==> src/rtl/core/trce_pkg.sv <==
// ----------------------------------------------------------------------------
// trce_pkg
// Shared widths, op and status codes, decode helpers and the register file
// access structs of the tiny register CPU execute unit.
// ----------------------------------------------------------------------------
package trce_pkg;

  localparam int DATA_W        = 8;
  localparam int PC_W          = 9;
  localparam int OP_W          = 4;
  localparam int IDX_W         = 8;
  localparam int STATUS_W      = 3;
  localparam int STEP_W        = 16;
  localparam int REG_COUNT_DEF = 8;
  localparam int MEM_BYTES_DEF = 256;

  localparam logic [STEP_W-1:0] CYCLE_LIMIT_RST = '1;

  typedef enum logic [OP_W-1:0] {
    OP_LOAD  = 4'd0,
    OP_MOV   = 4'd1,
    OP_ADD   = 4'd2,
    OP_AND   = 4'd3,
    OP_OR    = 4'd4,
    OP_XOR   = 4'd5,
    OP_NOT   = 4'd6,
    OP_JMP   = 4'd7,
    OP_JZ    = 4'd8,
    OP_PRINT = 4'd9,
    OP_HALT  = 4'd10
  } op_t;

  typedef enum logic [STATUS_W-1:0] {
    ST_OK       = 3'd0,
    ST_HALTED   = 3'd1,
    ST_BAD_REG  = 3'd2,
    ST_BAD_OP   = 3'd3,
    ST_PC_RANGE = 3'd4,
    ST_LIMIT    = 3'd5
  } status_t;

  // Register file read request, issued when an input beat is taken.
  typedef struct packed {
    logic             en;
    logic [IDX_W-1:0] addr_a;
    logic [IDX_W-1:0] addr_b;
  } rf_rd_t;

  // Register file write, issued by the execute stage.
  typedef struct packed {
    logic              en;
    logic [IDX_W-1:0]  addr;
    logic [DATA_W-1:0] data;
  } rf_wr_t;

  // Instruction byte length; unknown codes count as one byte.
  function automatic logic [1:0] op_length(input logic [OP_W-1:0] op);
    logic [1:0] len;
    if (op <= OP_XOR) begin
      len = 2'd3;
    end else if (op <= OP_PRINT) begin
      len = 2'd2;
    end else begin
      len = 2'd1;
    end
    return len;
  endfunction

  function automatic logic uses_dest(input logic [OP_W-1:0] op);
    return (op inside {[OP_LOAD:OP_NOT], OP_PRINT});
  endfunction

  function automatic logic uses_source(input logic [OP_W-1:0] op);
    return (op inside {[OP_MOV:OP_XOR]});
  endfunction

endpackage

==> src/rtl/core/trce_in_if.sv <==
// ----------------------------------------------------------------------------
// trce_in_if
// Instruction channel: valid/ready handshake with one decoded instruction.
// ----------------------------------------------------------------------------
interface trce_in_if import trce_pkg::*; ();
  logic              valid;
  logic              ready;
  logic [OP_W-1:0]   op;
  logic [IDX_W-1:0]  dest_index;
  logic [IDX_W-1:0]  source_index;
  logic [DATA_W-1:0] immediate;

  modport source (output valid, op, dest_index, source_index, immediate,
                  input ready);
  modport sink   (input valid, op, dest_index, source_index, immediate,
                  output ready);
endinterface

==> src/rtl/core/trce_out_if.sv <==
// ----------------------------------------------------------------------------
// trce_out_if
// Result channel: valid/ready handshake with one execution result.
// ----------------------------------------------------------------------------
interface trce_out_if import trce_pkg::*; ();
  logic                valid;
  logic                ready;
  logic [STATUS_W-1:0] status;
  logic [PC_W-1:0]     next_pc;
  logic                print_valid;
  logic [DATA_W-1:0]   print_value;
  logic                zero_flag;
  logic                carry_flag;
  logic                stopped;

  modport source (output valid, status, next_pc, print_valid, print_value,
                  zero_flag, carry_flag, stopped, input ready);
  modport sink   (input valid, status, next_pc, print_valid, print_value,
                  zero_flag, carry_flag, stopped, output ready);
endinterface

==> src/rtl/core/trce_regfile.sv <==
// ----------------------------------------------------------------------------
// trce_regfile
// Register file memory: two synchronous read ports, one write port, per
// entry valid bits for the zero reset value, and a one-entry bypass for a
// write that lands on the same edge as the read.
// ----------------------------------------------------------------------------
module trce_regfile import trce_pkg::*; #(
  parameter int REG_COUNT = REG_COUNT_DEF
) (
  input  logic              clk,
  input  logic              rst,
  input  rf_rd_t            rd,
  input  rf_wr_t            wr,
  output logic [DATA_W-1:0] data_a,
  output logic [DATA_W-1:0] data_b
);

  localparam int RIDX_W = (REG_COUNT > 1) ? $clog2(REG_COUNT) : 1;

  logic [DATA_W-1:0] mem [REG_COUNT];
  logic [REG_COUNT-1:0] vld;

  logic [RIDX_W-1:0] raddr_a;
  logic [RIDX_W-1:0] raddr_b;
  logic [RIDX_W-1:0] waddr;

  logic [DATA_W-1:0] rdata_a;
  logic [DATA_W-1:0] rdata_b;
  logic [RIDX_W-1:0] addr_a_q;
  logic [RIDX_W-1:0] addr_b_q;

  logic              byp_en;
  logic [RIDX_W-1:0] byp_addr;
  logic [DATA_W-1:0] byp_data;

  assign raddr_a = rd.addr_a[RIDX_W-1:0];
  assign raddr_b = rd.addr_b[RIDX_W-1:0];
  assign waddr   = wr.addr[RIDX_W-1:0];

  // Read old contents; a same-edge write is caught by the bypass.
  always_ff @(posedge clk) begin
    if (wr.en) begin
      mem[waddr] <= wr.data;
    end
    if (rd.en) begin
      rdata_a  <= vld[raddr_a] ? mem[raddr_a] : '0;
      rdata_b  <= vld[raddr_b] ? mem[raddr_b] : '0;
      addr_a_q <= raddr_a;
      addr_b_q <= raddr_b;
      byp_addr <= waddr;
      byp_data <= wr.data;
    end
  end

  always_ff @(posedge clk) begin
    if (rst) begin
      vld    <= '0;
      byp_en <= 1'b0;
    end else begin
      if (wr.en) begin
        vld[waddr] <= 1'b1;
      end
      if (rd.en) begin
        byp_en <= wr.en;
      end
    end
  end

  assign data_a = (byp_en && byp_addr == addr_a_q) ? byp_data : rdata_a;
  assign data_b = (byp_en && byp_addr == addr_b_q) ? byp_data : rdata_b;

endmodule

==> src/rtl/core/trce_exec.sv <==
// ----------------------------------------------------------------------------
// trce_exec
// Execute stage: holds the instruction whose operands are being read,
// checks it, updates pc, flags, halt mark and step count, writes back to
// the register file and loads the result register.
// ----------------------------------------------------------------------------
module trce_exec import trce_pkg::*; #(
  parameter int REG_COUNT = REG_COUNT_DEF,
  parameter int MEM_BYTES = MEM_BYTES_DEF
) (
  input  logic              clk,
  input  logic              rst,
  input  logic              cfg_wr_en,
  input  logic [STEP_W-1:0] cfg_wr_data,
  trce_in_if.sink           in_ch,
  trce_out_if.source        out_ch,
  input  logic [DATA_W-1:0] data_a,
  input  logic [DATA_W-1:0] data_b,
  output rf_wr_t            wr
);

  localparam logic [IDX_W:0] REG_LIMIT = (IDX_W+1)'(REG_COUNT);
  localparam logic [PC_W:0]  MEM_LIMIT = (PC_W+1)'(MEM_BYTES);

  // Instruction stage
  logic              s1_valid;
  logic [OP_W-1:0]   s1_op;
  logic [IDX_W-1:0]  s1_dest;
  logic [IDX_W-1:0]  s1_src;
  logic [DATA_W-1:0] s1_imm;

  // Machine state
  logic [PC_W-1:0]   pc;
  logic              zero;
  logic              carry;
  logic              halted;
  logic [STEP_W-1:0] step_count;
  logic [STEP_W-1:0] cycle_limit;

  logic              fire;
  logic [PC_W:0]     end_pc;
  logic              reg_bad;
  logic [DATA_W:0]   sum;

  status_t           status_next;
  logic [PC_W-1:0]   pc_next;
  logic              zero_next;
  logic              carry_next;
  logic              halted_next;
  logic [STEP_W-1:0] step_count_next;
  logic              print_valid_next;
  logic [DATA_W-1:0] print_value_next;

  assign fire        = s1_valid && (!out_ch.valid || out_ch.ready);
  assign in_ch.ready = !s1_valid || fire;

  assign end_pc  = {1'b0, pc} + (PC_W+1)'(op_length(s1_op));
  assign reg_bad = (uses_dest(s1_op) && {1'b0, s1_dest} >= REG_LIMIT) ||
                   (uses_source(s1_op) && {1'b0, s1_src} >= REG_LIMIT);
  assign sum     = {1'b0, data_a} + {1'b0, data_b};

  always_comb begin
    status_next      = ST_OK;
    pc_next          = pc;
    zero_next        = zero;
    carry_next       = carry;
    halted_next      = halted;
    step_count_next  = step_count;
    print_valid_next = 1'b0;
    print_value_next = '0;
    wr.en            = 1'b0;
    wr.addr          = s1_dest;
    wr.data          = s1_imm;
    if (halted) begin
      status_next = ST_HALTED;
    end else if (step_count >= cycle_limit) begin
      status_next = ST_LIMIT;
      halted_next = 1'b1;
    end else if (end_pc > MEM_LIMIT) begin
      status_next = ST_PC_RANGE;
      halted_next = 1'b1;
    end else if (s1_op > OP_HALT) begin
      status_next = ST_BAD_OP;
      halted_next = 1'b1;
    end else if (reg_bad) begin
      status_next = ST_BAD_REG;
      halted_next = 1'b1;
    end else begin
      step_count_next = step_count + STEP_W'(1);
      pc_next         = end_pc[PC_W-1:0];
      case (op_t'(s1_op))
        OP_LOAD: begin
          wr.en = 1'b1;
        end
        OP_MOV: begin
          wr.en   = 1'b1;
          wr.data = data_b;
        end
        OP_ADD: begin
          wr.en      = 1'b1;
          wr.data    = sum[DATA_W-1:0];
          zero_next  = (sum[DATA_W-1:0] == '0);
          carry_next = sum[DATA_W];
        end
        OP_AND, OP_OR, OP_XOR, OP_NOT: begin
          wr.en = 1'b1;
          case (op_t'(s1_op))
            OP_AND:  wr.data = data_a & data_b;
            OP_OR:   wr.data = data_a | data_b;
            OP_XOR:  wr.data = data_a ^ data_b;
            default: wr.data = ~data_a;
          endcase
          zero_next = (wr.data == '0);
        end
        OP_JMP: begin
          pc_next = PC_W'(s1_imm);
        end
        OP_JZ: begin
          if (zero) begin
            pc_next = PC_W'(s1_imm);
          end
        end
        OP_PRINT: begin
          print_valid_next = 1'b1;
          print_value_next = data_a;
        end
        default: begin
          halted_next = 1'b1;
        end
      endcase
    end
    // Write only when the stage actually advances.
    wr.en = wr.en && fire;
  end

  always_ff @(posedge clk) begin
    if (rst) begin
      s1_valid     <= 1'b0;
      out_ch.valid <= 1'b0;
      pc           <= '0;
      zero         <= 1'b0;
      carry        <= 1'b0;
      halted       <= 1'b0;
      step_count   <= '0;
      cycle_limit  <= CYCLE_LIMIT_RST;
    end else begin
      if (cfg_wr_en) begin
        cycle_limit <= cfg_wr_data;
      end
      if (in_ch.valid && in_ch.ready) begin
        s1_valid <= 1'b1;
      end else if (fire) begin
        s1_valid <= 1'b0;
      end
      if (fire) begin
        out_ch.valid <= 1'b1;
        pc           <= pc_next;
        zero         <= zero_next;
        carry        <= carry_next;
        halted       <= halted_next;
        step_count   <= step_count_next;
      end else if (out_ch.ready) begin
        out_ch.valid <= 1'b0;
      end
    end
  end

  always_ff @(posedge clk) begin
    if (in_ch.valid && in_ch.ready) begin
      s1_op   <= in_ch.op;
      s1_dest <= in_ch.dest_index;
      s1_src  <= in_ch.source_index;
      s1_imm  <= in_ch.immediate;
    end
    if (fire) begin
      out_ch.status      <= status_next;
      out_ch.next_pc     <= pc_next;
      out_ch.print_valid <= print_valid_next;
      out_ch.print_value <= print_value_next;
      out_ch.zero_flag   <= zero_next;
      out_ch.carry_flag  <= carry_next;
      out_ch.stopped     <= halted_next;
    end
  end

endmodule

==> src/rtl/core/tiny_register_cpu_execute_unit.sv <==
// ----------------------------------------------------------------------------
// tiny_register_cpu_execute_unit
// Executes one decoded instruction of a small 8-bit register machine per
// input beat and returns one result beat per instruction.
// ----------------------------------------------------------------------------
// Usage:
//   in_ch  carries op, dest_index, source_index and immediate; a beat moves
//          when valid and ready are both high.
//   out_ch carries status, next_pc, print data, flags and the stopped mark.
//   cfg_wr_en / cfg_wr_data write the cycle limit; write it only while the
//          unit is idle. It resets to 65535.
// Timing: the edge that takes an instruction beat also reads the register
//   file memory into the execute stage; the edge on which that stage
//   advances executes, writes back and loads the result register, from
//   which the result beat moves while out_ch.ready is high.
// Throughput: one instruction per cycle while out_ch.ready is high. A write on
//   the same edge as the following instruction's read is forwarded by a
//   one-entry bypass inside the register file.
// Reset: register file reads as zero (per entry valid bits), pc, flags,
//   halt mark and step count clear, both pipeline stages empty.
// Stall: while out_ch.ready is low the result holds; one more instruction
//   is taken into the execute stage, then in_ch.ready drops until the
//   result is taken.
// ----------------------------------------------------------------------------
module tiny_register_cpu_execute_unit import trce_pkg::*; #(
  parameter int REG_COUNT = REG_COUNT_DEF,
  parameter int MEM_BYTES = MEM_BYTES_DEF
) (
  input  logic              clk,
  input  logic              rst,
  trce_in_if.sink           in_ch,
  trce_out_if.source        out_ch,
  input  logic              cfg_wr_en,
  input  logic [STEP_W-1:0] cfg_wr_data
);

  rf_rd_t            rd;
  rf_wr_t            wr;
  logic [DATA_W-1:0] data_a;
  logic [DATA_W-1:0] data_b;

  // Issue operand reads on the edge that takes the instruction beat.
  assign rd.en     = in_ch.valid && in_ch.ready;
  assign rd.addr_a = in_ch.dest_index;
  assign rd.addr_b = in_ch.source_index;

  trce_regfile #(
    .REG_COUNT (REG_COUNT)
  ) u_regfile (
    .clk    (clk),
    .rst    (rst),
    .rd     (rd),
    .wr     (wr),
    .data_a (data_a),
    .data_b (data_b)
  );

  trce_exec #(
    .REG_COUNT (REG_COUNT),
    .MEM_BYTES (MEM_BYTES)
  ) u_exec (
    .clk         (clk),
    .rst         (rst),
    .cfg_wr_en   (cfg_wr_en),
    .cfg_wr_data (cfg_wr_data),
    .in_ch       (in_ch),
    .out_ch      (out_ch),
    .data_a      (data_a),
    .data_b      (data_b),
    .wr          (wr)
  );

  // Any error status leaves the machine stopped.
  a_error_stops: assert property (@(posedge clk) disable iff (rst)
    out_ch.valid && out_ch.status != ST_OK |-> out_ch.stopped)
    else $error("error status without stopped mark");

  // Once a stopped result is delivered, every later result is stopped.
  a_stop_sticks: assert property (@(posedge clk) disable iff (rst)
    out_ch.valid && out_ch.ready && out_ch.stopped
    |=> !out_ch.valid || out_ch.stopped)
    else $error("machine resumed after stopping");

  // A print only comes from an executed instruction.
  a_print_ok: assert property (@(posedge clk) disable iff (rst)
    out_ch.valid && out_ch.print_valid |-> out_ch.status == ST_OK)
    else $error("print data on a failed instruction");

  // No register file write without an instruction in the execute stage.
  a_wr_needs_instr: assert property (@(posedge clk) disable iff (rst)
    wr.en |=> out_ch.valid)
    else $error("register write without a result");

endmodule
==> src/flat_wrapper.sv <==
// flat-port wrapper written by rule: the top's interface ports become plain ports
module tiny_register_cpu_execute_unit_flat import trce_pkg::*;
#(
  parameter int REG_COUNT = REG_COUNT_DEF,
  parameter int MEM_BYTES = MEM_BYTES_DEF
)
  (clk, rst, cfg_wr_en, cfg_wr_data, in_ch_valid, in_ch_op, in_ch_dest_index, in_ch_source_index, in_ch_immediate, in_ch_ready, out_ch_valid, out_ch_status, out_ch_next_pc, out_ch_print_valid, out_ch_print_value, out_ch_zero_flag, out_ch_carry_flag, out_ch_stopped, out_ch_ready);
  trce_in_if in_ch_i ();
  trce_out_if out_ch_i ();
  input  logic clk;
  input  logic rst;
  input  logic cfg_wr_en;
  input  logic [STEP_W-1:0] cfg_wr_data;
  input wire logic [$bits(in_ch_i.valid)-1:0] in_ch_valid;
  input wire logic [$bits(in_ch_i.op)-1:0] in_ch_op;
  input wire logic [$bits(in_ch_i.dest_index)-1:0] in_ch_dest_index;
  input wire logic [$bits(in_ch_i.source_index)-1:0] in_ch_source_index;
  input wire logic [$bits(in_ch_i.immediate)-1:0] in_ch_immediate;
  output wire logic [$bits(in_ch_i.ready)-1:0] in_ch_ready;
  output wire logic [$bits(out_ch_i.valid)-1:0] out_ch_valid;
  output wire logic [$bits(out_ch_i.status)-1:0] out_ch_status;
  output wire logic [$bits(out_ch_i.next_pc)-1:0] out_ch_next_pc;
  output wire logic [$bits(out_ch_i.print_valid)-1:0] out_ch_print_valid;
  output wire logic [$bits(out_ch_i.print_value)-1:0] out_ch_print_value;
  output wire logic [$bits(out_ch_i.zero_flag)-1:0] out_ch_zero_flag;
  output wire logic [$bits(out_ch_i.carry_flag)-1:0] out_ch_carry_flag;
  output wire logic [$bits(out_ch_i.stopped)-1:0] out_ch_stopped;
  input wire logic [$bits(out_ch_i.ready)-1:0] out_ch_ready;
  assign in_ch_i.valid = in_ch_valid;
  assign in_ch_i.op = in_ch_op;
  assign in_ch_i.dest_index = in_ch_dest_index;
  assign in_ch_i.source_index = in_ch_source_index;
  assign in_ch_i.immediate = in_ch_immediate;
  assign in_ch_ready = in_ch_i.ready;
  assign out_ch_valid = out_ch_i.valid;
  assign out_ch_status = out_ch_i.status;
  assign out_ch_next_pc = out_ch_i.next_pc;
  assign out_ch_print_valid = out_ch_i.print_valid;
  assign out_ch_print_value = out_ch_i.print_value;
  assign out_ch_zero_flag = out_ch_i.zero_flag;
  assign out_ch_carry_flag = out_ch_i.carry_flag;
  assign out_ch_stopped = out_ch_i.stopped;
  assign out_ch_i.ready = out_ch_ready;
  tiny_register_cpu_execute_unit #(.REG_COUNT(REG_COUNT), .MEM_BYTES(MEM_BYTES)) u_core (.clk(clk), .rst(rst), .in_ch(in_ch_i), .out_ch(out_ch_i), .cfg_wr_en(cfg_wr_en), .cfg_wr_data(cfg_wr_data));
endmodule
==> config.mk <==
export PLATFORM = sky130hd
export DESIGN_NAME = tiny_register_cpu_execute_unit_flat
export DESIGN_NICKNAME = d
export VERILOG_FILES = /design/src/rtl/core/trce_pkg.sv /design/src/rtl/core/trce_in_if.sv /design/src/rtl/core/trce_out_if.sv /design/src/rtl/core/trce_regfile.sv /design/src/rtl/core/trce_exec.sv /design/src/rtl/core/tiny_register_cpu_execute_unit.sv /design/src/flat_wrapper.sv
export SDC_FILE = /design/constraint.sdc
export NUM_CORES = 1
export LEC_CHECK = 0
export ABC_AREA = 0
export BUFFER_PORTS_ARGS = -buffer_cell sky130_fd_sc_hd__buf_2
export CELL_PAD_IN_SITES_DETAIL_PLACEMENT = 1
export CELL_PAD_IN_SITES_GLOBAL_PLACEMENT = 1
export CORE_MARGIN = 3
export CORE_UTILIZATION = 45
export DETAILED_ROUTE_END_ITERATION = 8
export GPL_TIMING_DRIVEN = 0
export PLACE_DENSITY_LB_ADDON = 0.1
export SETUP_SLACK_MARGIN = 0.1
export SYNTH_ARGS = -nofsm -noshare
export SYNTH_HDL_FRONTEND = slang
export SYNTH_HIERARCHICAL = 1
export SYNTH_SLANG_ARGS = --single-unit
export TNS_END_PERCENT = 100
==> constraint.sdc <==
create_clock -name clk -period 4.9 [get_ports clk]
set_input_delay 1.225 -clock clk [delete_from_list [all_inputs] [get_ports clk]]
set_output_delay 1.225 -clock clk [all_outputs]
set_load 0.01 [all_outputs]
# == After elaboration in Yosys (flattened, before gate mapping) ==
# Memory sizes are Yosys's and may differ from the RTL's. A register that Yosys moved wholly into a read port is not among the register bits.
# Cells that the tools add are included.
# totals
reg_bits,124
input_bits,49
ram_bits,64
n_memories,1
word_cells,163
out_inout_bits,26
# op_classes
n_reduce_logical,31
n_lt_le_gt_ge,14
muxes,65
add_sub_neg,3
bitwise_logic,11
n_eq_ne,11
# mem_list
name,words,width,rd,rd_clocked_by_memory_dff,wr,line_no,rtl
u_core.u_regfile.mem,8,8,2,2,1,trce_regfile.sv:20,logic [DATA_W-1:0] mem [REG_COUNT];
# op_table
operator,n
two-way mux 8 bit,13
two-way mux 9 bit,6
one-hot mux 8 bit (3 select lines),2
two-way mux 1 bit,33
one-hot mux 9 bit (2 select lines),1
"adder 16 x 1 -> 16 bit, second input constant",1
"equality test 4 x 3 -> 1 bit, second input constant",4
greater-or-equal comparator 16 bit,1
"greater-or-equal comparator 8 x 4 -> 1 bit, second input constant",2
zero test 8 bit,2
OR 8 bit,2
"< comparator 3 x 4 -> 1 bit, second input constant",3
adder 9 x 2 -> 10 bit,1
"> comparator 10 x 9 -> 1 bit, second input constant",1
logical AND 1 bit,10
OR reduction 10 bit,1
adder 8 x 8 -> 9 bit,1
AND 8 bit,1
"equality test 4 x 2 -> 1 bit, second input constant",2
"equality test 4 bit, second input constant",2
"greater-or-equal comparator 4 x 1 -> 1 bit, second input constant",2
"less-or-equal comparator 4 x 3 -> 1 bit, second input constant",2
two-way mux 2 bit,4
NOT 8 bit,1
other kinds (22),37

# == Depth between registers and ports, before layout ==
# Gate-level depths: netlist of run 1.
# logic_depth
word_depth,18
depth_mapped,15

# == Hierarchy ==
# Netlist of run 1, hierarchy kept.
# modules_own_cells
module,cells_each,area_per_inst_um2,instances
trce_exec,609,5646.7,1
trce_regfile,236,4789.6,1
tiny_register_cpu_execute_unit,1,6.3,1

# == Worst setup path after synthesis of run 1 ==
# OpenSTA, ideal clock, no wires.
# synth_path
path_kind,reg-to-reg
start,reg u_core.u_exec.s1_op[3]
end,"mem u_core.u_regfile.mem[0][0], enable pin"
n_path_buf,2
arrival_ns,4.341
stages_incl_launch_ff,14
setup_slack_ns,0.158
setup_time_ns,0.401
path_cell_list,edfxtp_1 > buf_6 > clkbuf_1 > a22oi_1 > ha_1 > inv_1 > fa_1 > nand3b_1 > nor3_1 > mux2_2 > o31ai_4 > nand2_1 > nor4b_1 > nor4b_1
# synth_rtl
item,line_no,rtl
start: declaration,trce_exec.sv:27,logic [OP_W-1:0] s1_op;
start signal: assignment,trce_exec.sv:170,s1_op <= in_ch.op;
end: declaration,trce_regfile.sv:20,

==> results.txt, run 1 <==
Clock tree synthesis inserted a total of 24 buffers. After routing the design area is 0.0123 mm^2. The worst register-to-register path begins at u_core/u_exec/s1_op[2]$_DFFE_PP_. After synthesis, the share of cell area in mux cells is about an eighth. Yosys attributes the largest share of cell area to edfxtp_1, dfxtp_1, mux4_1, ha_1, nor2_1. Buffers placed on the I/O ports in this run total 73. Of all nets on the critical path, the largest fanout is 10.

The final hold violation count is 0. The layout net count is 1041. The number of nets in the synthesized netlist is 933. The smallest clock period supported by the final layout is computed as 4.52 ns. The critical path launch point is u_core/u_exec/s1_op[2]$_DFFE_PP_. After synthesis, the share of flip-flops with an asynchronous set or reset is 0%. The cell accounting for the most synthesized area is edfxtp_1. The placed instances occupy a cell area of around 0.011 mm^2.

After detailed routing, the number of remaining DRC violations is 0. The setup TNS is 0 ns. The critical path required time is 5.14 ns. The layout overhead on the synthesized area is 17.8%. The count of clock tree sinks is approximately 200. The die is approximately 160 um wide. The worst setup timing slack at the placement stage came out at -1.08 ns.

STA classifies the critical path endpoint as a flop. The worst setup path is launched from a flop. Setup repair after global routing left no endpoint under its margin. The via-per-instance ratio is 5.96. The simple logic cell fraction of the synthesized area is roughly 12%. The number of cells produced by synthesis is 846. The global routing usage summed across all routing layers is 23.4%. The flow ran to the end, and the final reports show no timing, DRC or antenna violations. By count the netlist is led by edfxtp_1, nor2_1, nand2_1, dfxtp_1, inv_1.

The first global-routing pass estimated approximately 45000 um of wire. The number of primary I/O pins is 75. The cell area after synthesis is 0.0104 mm^2. The number of antenna violations at the first check in global routing is 1. The final route contains 7501 vias.

Based on the critical path, the design can be clocked at up to 221 MHz. The core box area is 0.0227 mm^2. For the final database, setup skew stands at ~0.01 ns. No sink is reached through more buffers than the 3 on the longest clock path. Entering global routing, the biggest net connects 35 pins. STA puts the critical path data arrival time at 4.75 ns. The worst max-slew margin expressed relative to the limit is 13.8%.

The path category of the worst min-delay check is flop to flop. The number of DRC violations after detailed-routing iteration 0 came out at 539. The clock edge transition at the registers on the reported setup and hold paths is about 0.06 ns. The total of endpoints with negative setup slack in the final report came out at 0. After legalization and detailed placement, the total HPWL measured 21500 um.

The slew of the pin with the lowest slew margin is about 1.3 ns. The power per cell area came out at 342 mW/mm^2. Measured along the y axis, the die boundary spans 158 um.

The total area of sequential cells is 0.00549 mm^2. The post-synthesis cell type count is 82. The layer with the highest usage is met2. Among all flip-flop cells after synthesis, the most frequent one is edfxtp_1. Summing the areas of all compound-gate instances in the mapped netlist gives 11.6% of the synthesized area. Clock latency on the worst-skew pair, taken at its later pin, is between 0.5 and 0.6 ns. The total count of max-transition violations in the final report is 0. The category of the critical setup timing path is flop to flop.

The via count of the first global-routing pass came out at 7847. TritonCTS built the clock tree. The total number of yosys warnings is 6. The effective utilization at floorplan is 46.0%. The tool flagged a number of max-cap violations equal to 0. The origin of the worst min-delay path is u_core/u_exec/cycle_limit[8]$_SDFFE_PP1P_. The total of fill cells in the finished design is 2300. The met3 demand-to-capacity share in global routing is 3.34%. The post-layout utilization of the core came out at about 54%. The number of buffers inserted by hold repair at cts is 0. The die covers 0.0251 mm^2. In this run the clock root is driven by a clkbuf_16. The total iterations of the first detailed-routing run is 4. The met2 global-route usage is 39.8%.

The weighted congestion reported at the end of routability-driven placement is 0.863. Summing the areas of all xor and xnor instances in the mapped netlist gives 1.34% of the synthesized area. The multi-input combinational cells in the finished layout cover a total of 0.00467 mm^2. Summing the sequential cell areas from Yosys gives 52.5% of the chip area.

The met1 demand-to-capacity share in global routing came out at 32.0%. The final routed wirelength across all metal layers came out at 29400 um. The detail route stage leaves a number of antenna-violating nets equal to 0. The initialized floorplan defines 55 standard-cell rows. The post-synthesis average cell area is 12.3 um^2. The peak ir drop on the vdd network is 0.250 mV. In the post-synthesis netlist, the cell with the most instances is edfxtp_1. The share of the clock period used by the worst path after layout came out at 92.2%.

The total grt overflow is 0. CTS built an H-tree with a depth of 1. In this run, synthesis produced a sequential element count of 201. The minimum setup slack in the final design came out at 0.383 ns.

The setup slack of the most critical reg-to-reg path is 0.38 ns. The leakage component of the power came out at 4.63 nW. After synthesis, the largest area contributor takes up about two fifths of total cell area.

The number of synthesized flops with an enable pin is 146. The detailed-route wire length per cell came out at 23.4 um. After synthesis, the largest family of logic cells by area is multiplexers. The share of layout cells above drive strength 1 came out at 22.1%. Of the total synthesized cell area, the portion taken by full adders, half adders and majority gates is 4.70%.
critical path: stages, from the launching register on:
cell	delay (ns)
edfxtp_1	0.50
buf_2	0.25
o21ai_1	0.46
inv_1	0.13
fa_1	0.47
nand3b_1	0.31
nor3_2	0.27
mux2_2	0.41
o31ai_4	0.12
nand2_1	0.22
nor4b_4	0.29
buf_4	0.21
nand2_1	0.15
nor3_4	0.27
buf_12	0.17
flip-flops by register name (all words and copies together) (netlist names), 3 cells and up:
signal,flops
u_core/u_exec/cycle_limit,16
u_core/u_exec/out_ch.next_pc,9
u_core/u_exec/out_ch.print_value,8
u_core/u_exec/out_ch.status,3
u_core/u_exec/pc,9
u_core/u_exec/s1_dest,8
u_core/u_exec/s1_imm,8
u_core/u_exec/s1_op,4
u_core/u_exec/s1_src,5
u_core/u_exec/step_count,16
u_core/u_regfile/addr_a_q,3
u_core/u_regfile/addr_b_q,3
u_core/u_regfile/byp_addr,3
u_core/u_regfile/byp_data,8
u_core/u_regfile/mem,64
u_core/u_regfile/rdata_a,8
u_core/u_regfile/rdata_b,8
u_core/u_regfile/vld,8
repair_timing:
item	4_1_cts	5_1_grt
setup endpoints to repair	136	132
pin swaps	2	0
resized for setup	14	10
setup buffers	3	4
worst paths after layout:
check / endpoint / cells past startpoint
setup / recovery: u_core/u_regfile/mem[4][3]$_DFFE_PP_ / 14
hold / removal: u_core/u_exec/cycle_limit[8]$_SDFFE_PP1P_ / 2
setup reg to reg: u_core/u_regfile/mem[4][3]$_DFFE_PP_ / 14
hold reg to reg: u_core/u_exec/cycle_limit[8]$_SDFFE_PP1P_ / 2
power breakdown:
| part | internal, W | total (W) | switching (W) |
|---|---|---|---|
| Combinational | 0.000135 | 0.000359 | 0.000224 |
| Sequential | 0.00188 | 0.00191 | 0.0000286 |
| Clock | 0.00122 | 0.00194 | 0.000720 |
per-stage QoR:
| step | hold WS, ns | cells | total power (W) |
|---|---|---|---|
| 5_1_grt | 0.529 | 1258 | 0.00437 |
| 4_1_cts | 0.497 | 1254 | 0.00424 |
| 2_1_floorplan | 0.446 | 846 | 0.00216 |
| 6_report | 0.487 | 1258 | 0.00421 |
| 3_5_place_dp | 0.486 | 1207 | 0.00229 |
| 3_3_place_gp | 0.466 | 1204 | 0.00227 |
per-layer routing:
layer	share of wire, %	wire, um
met1	44	12800
met2	49	14400
met3	5.3	1570
met4	2.0	587
met5	0	0
final cells by class:
cell class / instances / area share (%)
Sequential cell: 201 / 44.6
Multi-Input combinational cell: 555 / 38.0
Clock buffer: 30 / 5.31
Timing Repair Buffer: 83 / 3.78
Tap cell: 285 / 2.90
Buffer: 39 / 2.00
Clock inverter: 14 / 1.86
Inverter: 50 / 1.53
Antenna cell: 1 / 0.0203
cell families (layout without fill, tap and decap cells):
family	Yosys count	count (layout)
multiplexers	76	76
buffers and inverters	90	216
XOR/XNOR	16	16
AND/OR/NAND/NOR	251	251
AO/OA/AOI/OAI	174	174
adder cells (fa/ha/maj)	38	38
other	0	1
flip-flops	201	201
placed cells by master (no fill, tap or decap), drive strengths merged, types with 5 or more instances in the layout:
| cell | netlist | final |
|---|---|---|
| a31oi | 7 | 7 |
| nand3 | 11 | 11 |
| nor4 | 12 | 12 |
| nand4 | 7 | 7 |
| mux2 | 19 | 19 |
| dfxtp | 55 | 55 |
| o31ai | 5 | 5 |
| buf | 26 | 109 |
| and2 | 16 | 16 |
| edfxtp | 146 | 146 |
| clkinv | 1 | 10 |
| nor2b | 5 | 5 |
| a211oi | 6 | 6 |
| o21ai | 39 | 39 |
| ha | 36 | 36 |
| o211ai | 23 | 23 |
| clkbuf | 14 | 43 |
| nor2 | 73 | 73 |
| xnor2 | 12 | 12 |
| nand2b | 9 | 9 |
| a21o | 5 | 5 |
| a21oi | 38 | 38 |
| o221a | 6 | 6 |
| or3 | 7 | 7 |
| nor3 | 19 | 19 |
| inv | 49 | 49 |
| o21a | 7 | 7 |
| bufinv | 0 | 5 |
| mux4 | 36 | 36 |
| mux2i | 21 | 21 |
| nand2 | 66 | 66 |
Power figures use the tool's default switching activity.
==> run 2, diff against run 1 <==
- CORE_UTILIZATION: 45 -> 35
==> run 2 against run 1 <==
Against the previous run:
- final cell count increased by 7.9%
- wire length decreased by 1.7%
- first-iteration DRC count decreased by 20%
- sequential power about the same
- power decreased by 2.5%
- die area increased by 27%
- combinational power decreased by 3%
- via count decreased by 3.4%
- register-to-register slack improved by 0.05 ns
- largest power group is now registers
==> results.txt, run 2 (synthesis gave the netlist of run 1 again) <==
Status: finished clean (unchanged). The clock edge transition at the registers on the reported setup and hold paths came out at 0.06 ns (about the same). The number of primary I/O pins came out at 75 (unchanged). The number of DRC violations after detailed routing was 0 (unchanged).

The standard-cell row count is 62 (was 55). The port buffer count is 73 (unchanged). The sum of net half-perimeters after detailed placement is 20900 um (was 21500 um). The core box area was 0.0291 mm^2 (was 0.0227 mm^2). The shortest period the worst path allows is 4.46 ns (was 4.52 ns). The most common cell after layout, fill and taps aside was edfxtp_1 (unchanged). The total vias in the final route is 7248 (was 7501). The number of buffers inserted by hold repair at cts came out at 0 (unchanged). The via-per-instance ratio is 5.34 (was 5.96). The global routing usage summed across all routing layers came out at 18.3% (was 23.4%). The endpoint kind of the worst setup timing path is a flop (unchanged). The number of buffers and inverters on the critical path is 3 (was 4).

The worst max-slew margin expressed relative to the limit is 11.1% (was 13.8%). The width of the die came to 179 um (was 158 um). The number of antenna violations at the first check in global routing came out at 0 (was 1). Unrepaired setup endpoints after global routing: no (unchanged). The family with the most delay on the worst path was compound AO/OA/AOI/OAI gates (was simple AND/OR/NAND/NOR gates).

The critical path arrival is 4.71 ns (was 4.75 ns). The filler-free cell count of the finished design came out at 1357 (was 1258). The detailed-route wire length per cell came out at 21.3 um (was 23.4 um). The CTS tree was done (unchanged). The path category of the worst min-delay check is flop to flop (unchanged). The final routed wirelength across all metal layers is 28900 um (was 29400 um). The post-layout utilization of the core came to 42.3% (was 54.2%). The element type at the critical path start is a flop (unchanged). The number of DRC violations after detailed-routing iteration 0 came to 432 (was 539). The final hold violation count came out at 0 (unchanged).

The number of cells in the design after placement came out at 1307 (was 1207). The category of the critical setup timing path is flop to flop (unchanged). The maximum count of clock buffers along a single path was 3 (unchanged). The count of clock tree sinks came out at 201 (unchanged). The area of the die is 0.0319 mm^2 (was 0.0251 mm^2). The number of antenna-violating nets in the routed design is 0 (unchanged).

The flip-flop count of the largest register, all copies and words added came out at 64 (unchanged). The critical path required time came to 5.15 ns (was 5.14 ns). The share of layout cells above drive strength 1 came out at 21.5% (was 22.1%). The setup slack of the most critical reg-to-reg path was 0.44 ns (was 0.38 ns). The total of fill cells in the finished design is 3084 (was 2300). The leakage component of the power is 4.57 nW (was 4.63 nW). The layout overhead on the synthesized area was 17.8% (about the same). The global-route wire length before repair came out at 44900 um (was 45100 um). The power per cell area came out at 333 mW/mm^2 (was 342 mW/mm^2).

The clock tree skew after final layout came out at 0.0129 ns (was 0.0102 ns). The share of the clock period used by the worst path after layout came out at 91.1% (was 92.2%). The effective utilization at floorplan came out at 35.9% (was 46.0%). The vertical die dimension was 179 um (was 158 um). The weighted congestion reported at the end of routability-driven placement came out at 0.839 (was 0.863).

The layout net count came out at 1041 (unchanged). The peak ir drop on the vdd network came out at 0.217 mV (was 0.250 mV). The total count of max-transition violations in the final report came to 0 (unchanged).

The highest cell delay on the worst timing path is 0.48 ns (was 0.50 ns). The maximum fanout along the worst path is 10 (unchanged). Leading cell types in the layout, fill and taps excluded: edfxtp_1, buf_2, nor2_1, nand2_1, dfxtp_1 (unchanged). The slew of the pin with the lowest slew margin was 1.33 ns (was 1.29 ns). The via count of the first global-routing pass is 7525 (was 7847). Largest registers: u_core/u_regfile/mem (64), u_core/u_exec/cycle_limit (16), u_core/u_exec/step_count (16) (unchanged). The max-cap check violation count is 0 (unchanged). The worst-skew pair later-pin latency is 0.53 ns (about the same).

The total grt overflow came out at 0 (unchanged). The master of the slowest instance on the critical path is edfxtp_1 (unchanged). The total of endpoints with negative setup slack in the final report is 0 (unchanged). The timing-limited maximum frequency is 224 MHz (was 221 MHz). Cell-by-cell trace of the critical path: buf_2 > o21ai_1 > inv_1 > fa_1 > nand3b_1 > nor3_2 > mux2_2 > o31a_1 > nor4_4 > buf_4 > nor2_1 > a21oi_2 (was buf_2 > o21ai_1 > inv_1 > fa_1 > nand3b_1 > nor3_2 > mux2_2 > o31ai_4 > nand2_1 > nor4b_4 > buf_4 > nand2_1 > nor3_4 > buf_12).

The root cell of the clock tree is clkbuf_16 (unchanged). The diode insertion count for antenna repair is 0 (was 1). The largest net degree at the start of global routing is 35 (unchanged).

The top register by number of flip-flops is u_core/u_regfile/mem (unchanged). The deepest level of the CTS H-tree came out at 1 (unchanged). The total clock buffers created by CTS came out at 25 (was 24).

The total iterations of the first detailed-routing run is 4 (unchanged).
## run 2: changes by cell type in the layout (fill, tap and decap cells not counted), sizes merged, moves of 2 or more
cell	change
clkbuf	+4
buf	-2
bufinv	-2
clkinv	-2
clkinvlp	+2
## run 2: what timing repair did
| action | in CTS | in global routing |
|---|---|---|
| setup endpoints to repair | 96 | 135 |
| resized for setup | 9 | 7 |
| buffers inserted | 3 | 2 |
| pin swaps | 0 | 1 |
## run 2: worst reg2reg max path: stages (launching register included)
cell and delay [ns]:
edfxtp_1 0.48, buf_2 0.25, o21ai_1 0.44, inv_1 0.13
fa_1 0.48, nand3b_1 0.29, nor3_2 0.24, mux2_2 0.41
o31a_1 0.20, nor4_4 0.45, buf_4 0.28, nor2_1 0.08
a21oi_2 0.45
## run 2: worst paths after layout
kind	from	end	cells past startpoint
worst max-delay path	u_core/u_exec/s1_op[2]$_DFFE_PP_	u_core/u_regfile/mem[7][3]$_DFFE_PP_	12
worst min-delay path	u_core/u_exec/cycle_limit[12]$_SDFFE_PP1P_	u_core/u_exec/cycle_limit[12]$_SDFFE_PP1P_	2
worst max register to register	u_core/u_exec/s1_op[2]$_DFFE_PP_	u_core/u_regfile/mem[7][3]$_DFFE_PP_	12
worst min register to register	u_core/u_exec/cycle_limit[12]$_SDFFE_PP1P_	u_core/u_exec/cycle_limit[12]$_SDFFE_PP1P_	2
## run 2: area by class of cell
| class | instances | area [um^2] | area share, % |
|---|---|---|---|
| multi-input cells | 555 | 4630 | 37.6 |
| plain buffers | 39 | 246 | 2.00 |
| inverters | 50 | 188 | 1.53 |
| clock inverters | 13 | 161 | 1.31 |
| repair buffers | 82 | 449 | 3.65 |
| flip-flops and latches | 201 | 5490 | 44.6 |
| well taps | 384 | 480 | 3.90 |
| clock buffers | 33 | 666 | 5.41 |
## run 2: where the power goes
group | switching [W] | internal (W) | total, W
logic | 0.000218 | 0.000133 | 0.000350
clock network | 0.000719 | 0.00112 | 0.00184
registers | 0.0000275 | 0.00188 | 0.00191
## run 2: stage by stage
step                setup WS [ns]  setup TNS [ns]  total power (W)  area, um^2  hold WS (ns)
detailed placement         -0.353           -9.94          0.00229       11400         0.480
global placement            -1.99          -96.37          0.00229       11300         0.473
finish                      0.436               0          0.00410       12300         0.483
CTS                         0.108               0          0.00416       12300         0.491
floorplan                   0.158               0          0.00216       10400         0.446
global route                0.131               0          0.00427       12300         0.513
## run 2: layer usage
metal	routed length [um]	GRT usage [%]	up-vias	part of all wire, %
li1	-	-	3467	-
met1	14000	26.1	3620	49
met2	13400	29.9	133	46
met3	1070	2.73	28	3.7
met4	398	3.57	0	1.4
met5	0	0	-	0
==> run 3, diff against run 2 <==
- clock period: 4.9 -> 4.5 ns (I/O delays scaled with it)
==> run 3 against run 2 <==
Against the previous run:
- clock-buffer cell count shrank 4
- sequential cell count is the same
- sequential share of layout area is 0.49 points lower
- combinational power rose by 12%
- highest routed layer unchanged
- critical path depth increased by 4
==> results.txt, run 3 (synthesis gave the netlist of run 1 again) <==
The total grt overflow is 0 (unchanged). The top register by number of flip-flops was u_core/u_regfile/mem (unchanged). The critical path arrival is 4.45 ns (was 4.71 ns).

The global-route wire length before repair is 44200 um (was 44900 um). The shortest period the worst path allows is 4.20 ns (was 4.46 ns). The worst max-slew margin expressed relative to the limit is 22.3% (was 11.1%).

The clock tree skew after final layout came out at 0.0119 ns (was 0.0129 ns). The max-cap check violation count came out at 0 (unchanged). The final hold violation count came out at 0 (unchanged).

The vertical die dimension is 179 um (unchanged). The master of the slowest instance on the critical path is edfxtp_1 (unchanged). The number of primary I/O pins came out at 75 (unchanged).

The number of DRC violations after detailed-routing iteration 0 came out at 435 (was 432). The total clock buffers created by CTS is 26 (was 25). The total iterations of the first detailed-routing run came out at 4 (unchanged).

The setup TNS came out at 0 ns (unchanged). The timing-limited maximum frequency is 238 MHz (was 224 MHz). The total count of max-transition violations in the final report was 0 (unchanged). The share of total power consumed by net switching is 24.4% (was 23.5%). The path category of the worst min-delay check was flop to flop (unchanged). The flip-flop count of the largest register, all copies and words added came to 64 (unchanged). The effective utilization at floorplan is 35.9% (unchanged).

The root cell of the clock tree was clkbuf_16 (unchanged). The clock edge transition at the registers on the reported setup and hold paths came out at 0.05 ns (was 0.06 ns). The cell depth of the worst hold path is 2 (unchanged).

The global routing usage summed across all routing layers is 18.1% (was 18.3%). The peak ir drop on the vdd network is 0.262 mV (was 0.217 mV). The CTS tree is done (unchanged). The switching power total came out at 0.00107 W (was 0.000964 W).

The share of layout cells above drive strength 1 is 22.2% (was 21.5%). Cell-by-cell trace of the critical path: clkbuf_4 > nor2_1 > a22oi_2 > ha_1 > inv_1 > fa_1 > nand3b_1 > nor3_4 > mux2_2 > o31ai_4 > nand2_2 > nor4b_4 > buf_4 > nand2_1 > nor3_4 > buf_12 (was buf_2 > o21ai_1 > inv_1 > fa_1 > nand3b_1 > nor3_2 > mux2_2 > o31a_1 > nor4_4 > buf_4 > nor2_1 > a21oi_2). The worst-case reg-to-reg path depth is 16 (was 12).

The standard-cell row count came out at 62 (unchanged). The via count of the first global-routing pass was 7450 (was 7525). The fraction of power consumed by sequential logic is 47.4% (was 46.6%). The width of the die came out at 179 um (unchanged). The number of antenna violations at the first check in global routing came to 0 (unchanged).

The final routed wirelength across all metal layers is 28800 um (was 28900 um). Unrepaired setup endpoints after global routing: no (unchanged). The internal power summed over all cells is 0.00332 W (was 0.00314 W).

The sum of net half-perimeters after detailed placement came out at 20800 um (was 20900 um). The diode insertion count for antenna repair is 0 (unchanged). The number of buffers inserted by hold repair at cts is 0 (unchanged). The worst-skew pair later-pin latency is 0.54 ns (was 0.53 ns). The filler-free cell count of the finished design came out at 1362 (was 1357). The maximum fanout along the worst path came to 10 (unchanged). The share of the clock period used by the worst path after layout was 93.3% (was 91.1%). The post-layout utilization of the core came out at 42.8% (was 42.3%). The slew of the pin with the lowest slew margin is 1.16 ns (was 1.33 ns). The total area of sequential cells is 0.00549 mm^2 (unchanged). The layout net count came out at 1045 (was 1041). The detailed-route wire length per cell is 21.1 um (was 21.3 um). The combinational share of power is 8.9% (was 8.5%). The most common cell after layout, fill and taps aside is edfxtp_1 (unchanged). Largest registers: u_core/u_regfile/mem (64), u_core/u_exec/cycle_limit (16), u_core/u_exec/step_count (16) (unchanged). The endpoint kind of the worst setup timing path was a flop (unchanged). Leading cell types in the layout, fill and taps excluded: edfxtp_1, buf_2, nor2_1, nand2_1, dfxtp_1 (unchanged).

The deepest level of the CTS H-tree is 1 (unchanged). The leakage component of the power came out at 4.64 nW (was 4.57 nW). Status: finished clean (unchanged). The highest cell delay on the worst timing path came to 0.45 ns (was 0.48 ns).

The category of the critical setup timing path is flop to flop (unchanged). The maximum count of clock buffers along a single path is 3 (unchanged). The area of the multi-input gates is 0.00469 mm^2 (was 0.00463 mm^2). The number of antenna-violating nets in the routed design is 0 (unchanged).

The core box area came to 0.0291 mm^2 (unchanged). The part of the total power dissipated in the clock network is 43.7% (was 44.9%). The largest net degree at the start of global routing came out at 35 (unchanged).

The area of the die came out at 0.0319 mm^2 (unchanged). The count of clock tree sinks came out at 201 (unchanged). The number of DRC violations after detailed routing is 0 (unchanged). The total vias in the final route is 7154 (was 7248).

The weighted congestion reported at the end of routability-driven placement is 0.833 (was 0.839). In this design, the critical path's most frequently occurring cell is nor3_4. The layout overhead on the synthesized area is 19.2% (was 17.8%). The critical path required time is 4.75 ns (was 5.15 ns). The number of cells in the design after placement came to 1304 (was 1307).

The element type at the critical path start is a flop (unchanged). The port buffer count is 73 (unchanged). The via-per-instance ratio is 5.25 (was 5.34). The total of fill cells in the finished design came out at 3100 (was 3084). The total of endpoints with negative setup slack in the final report came out at 0 (unchanged). The power per cell area came out at 353 mW/mm^2 (was 333 mW/mm^2).
## run 3: cell types whose count changed in the layout (fill, tap and decap cells not counted), moves of 2 or more
cell and delta:
clkinv_1 +6, buf_12 +5, bufinv_16 -2, clkinv_2 +4
and4b_4 +2, and4b_2 -2, a21oi_1 -2, clkbuf_1 -4
a21oi_4 +2
## run 3: layout make-up
| type | instances | area share [%] |
|---|---|---|
| clock buffer | 29 | 5.32 |
| inverter | 50 | 1.51 |
| buffer | 39 | 2.00 |
| tap | 384 | 3.86 |
| multi-input combinational | 555 | 37.7 |
| sequential | 201 | 44.1 |
| timing repair buffer | 85 | 4.42 |
| clock inverter | 19 | 1.11 |
## run 3: worst paths after layout
path	start	end	slack, ns
worst max-delay path	u_core/u_exec/s1_op[2]$_DFFE_PP_	u_core/u_regfile/mem[4][1]$_DFFE_PP_	0.30
worst min-delay path	u_core/u_exec/cycle_limit[2]$_SDFFE_PP1P_	u_core/u_exec/cycle_limit[2]$_SDFFE_PP1P_	0.48
worst max register to register	u_core/u_exec/s1_op[2]$_DFFE_PP_	u_core/u_regfile/mem[4][1]$_DFFE_PP_	0.30
worst min register to register	u_core/u_exec/cycle_limit[2]$_SDFFE_PP1P_	u_core/u_exec/cycle_limit[2]$_SDFFE_PP1P_	0.48
## run 3: worst max-delay path: cells and delay by family, from the launching register on
kind	cells	cell delay, ns
flip-flops	1	0.45
adder cells (fa/ha/maj)	2	0.66
multiplexers	1	0.40
AO/OA/AOI/OAI	2	0.29
AND/OR/NAND/NOR	7	1.39
buffers and inverters	4	0.69
## run 3: timing repair
| action | in CTS | in global routing |
|---|---|---|
| endpoints found under the setup margin | 149 | 148 |
| setup buffers | 8 | 3 |
| resized for setup | 20 | 7 |
| pin swaps | 2 | 1 |
## run 3: metrics by stage
stage | area, um^2 | power (W) | setup WS (ns) | hold slack (ns)
2_1_floorplan | 10500 | 0.00235 | -0.153 | 0.446
3_3_place_gp | 11300 | 0.00249 | -2.44 | 0.469
3_5_place_dp | 11400 | 0.00250 | -1.22 | 0.483
4_1_cts | 12400 | 0.00445 | 0.0986 | 0.492
5_1_grt | 12400 | 0.00456 | 0.0766 | 0.518
6_report | 12400 | 0.00439 | 0.303 | 0.482
## run 3: layer usage
metal / GRT usage [%] / vias to the layer above / wire length [um]
met5: 0 / - / 0
met4: 4.84 / 0 / 527
met3: 2.33 / 33 / 1130
met2: 30.4 / 140 / 13400
met1: 24.7 / 3514 / 13700
li1: - / 3467 / -
## run 3: power by group through the flow
stage	registers, W	logic, W	clock network [W]
2_1_floorplan	0.00211	0.000242	0
3_3_place_gp	0.00212	0.000376	0
3_5_place_dp	0.00212	0.000385	0
4_1_cts	0.00208	0.000392	0.00198
5_1_grt	0.00209	0.000433	0.00205
6_report	0.00208	0.000391	0.00192
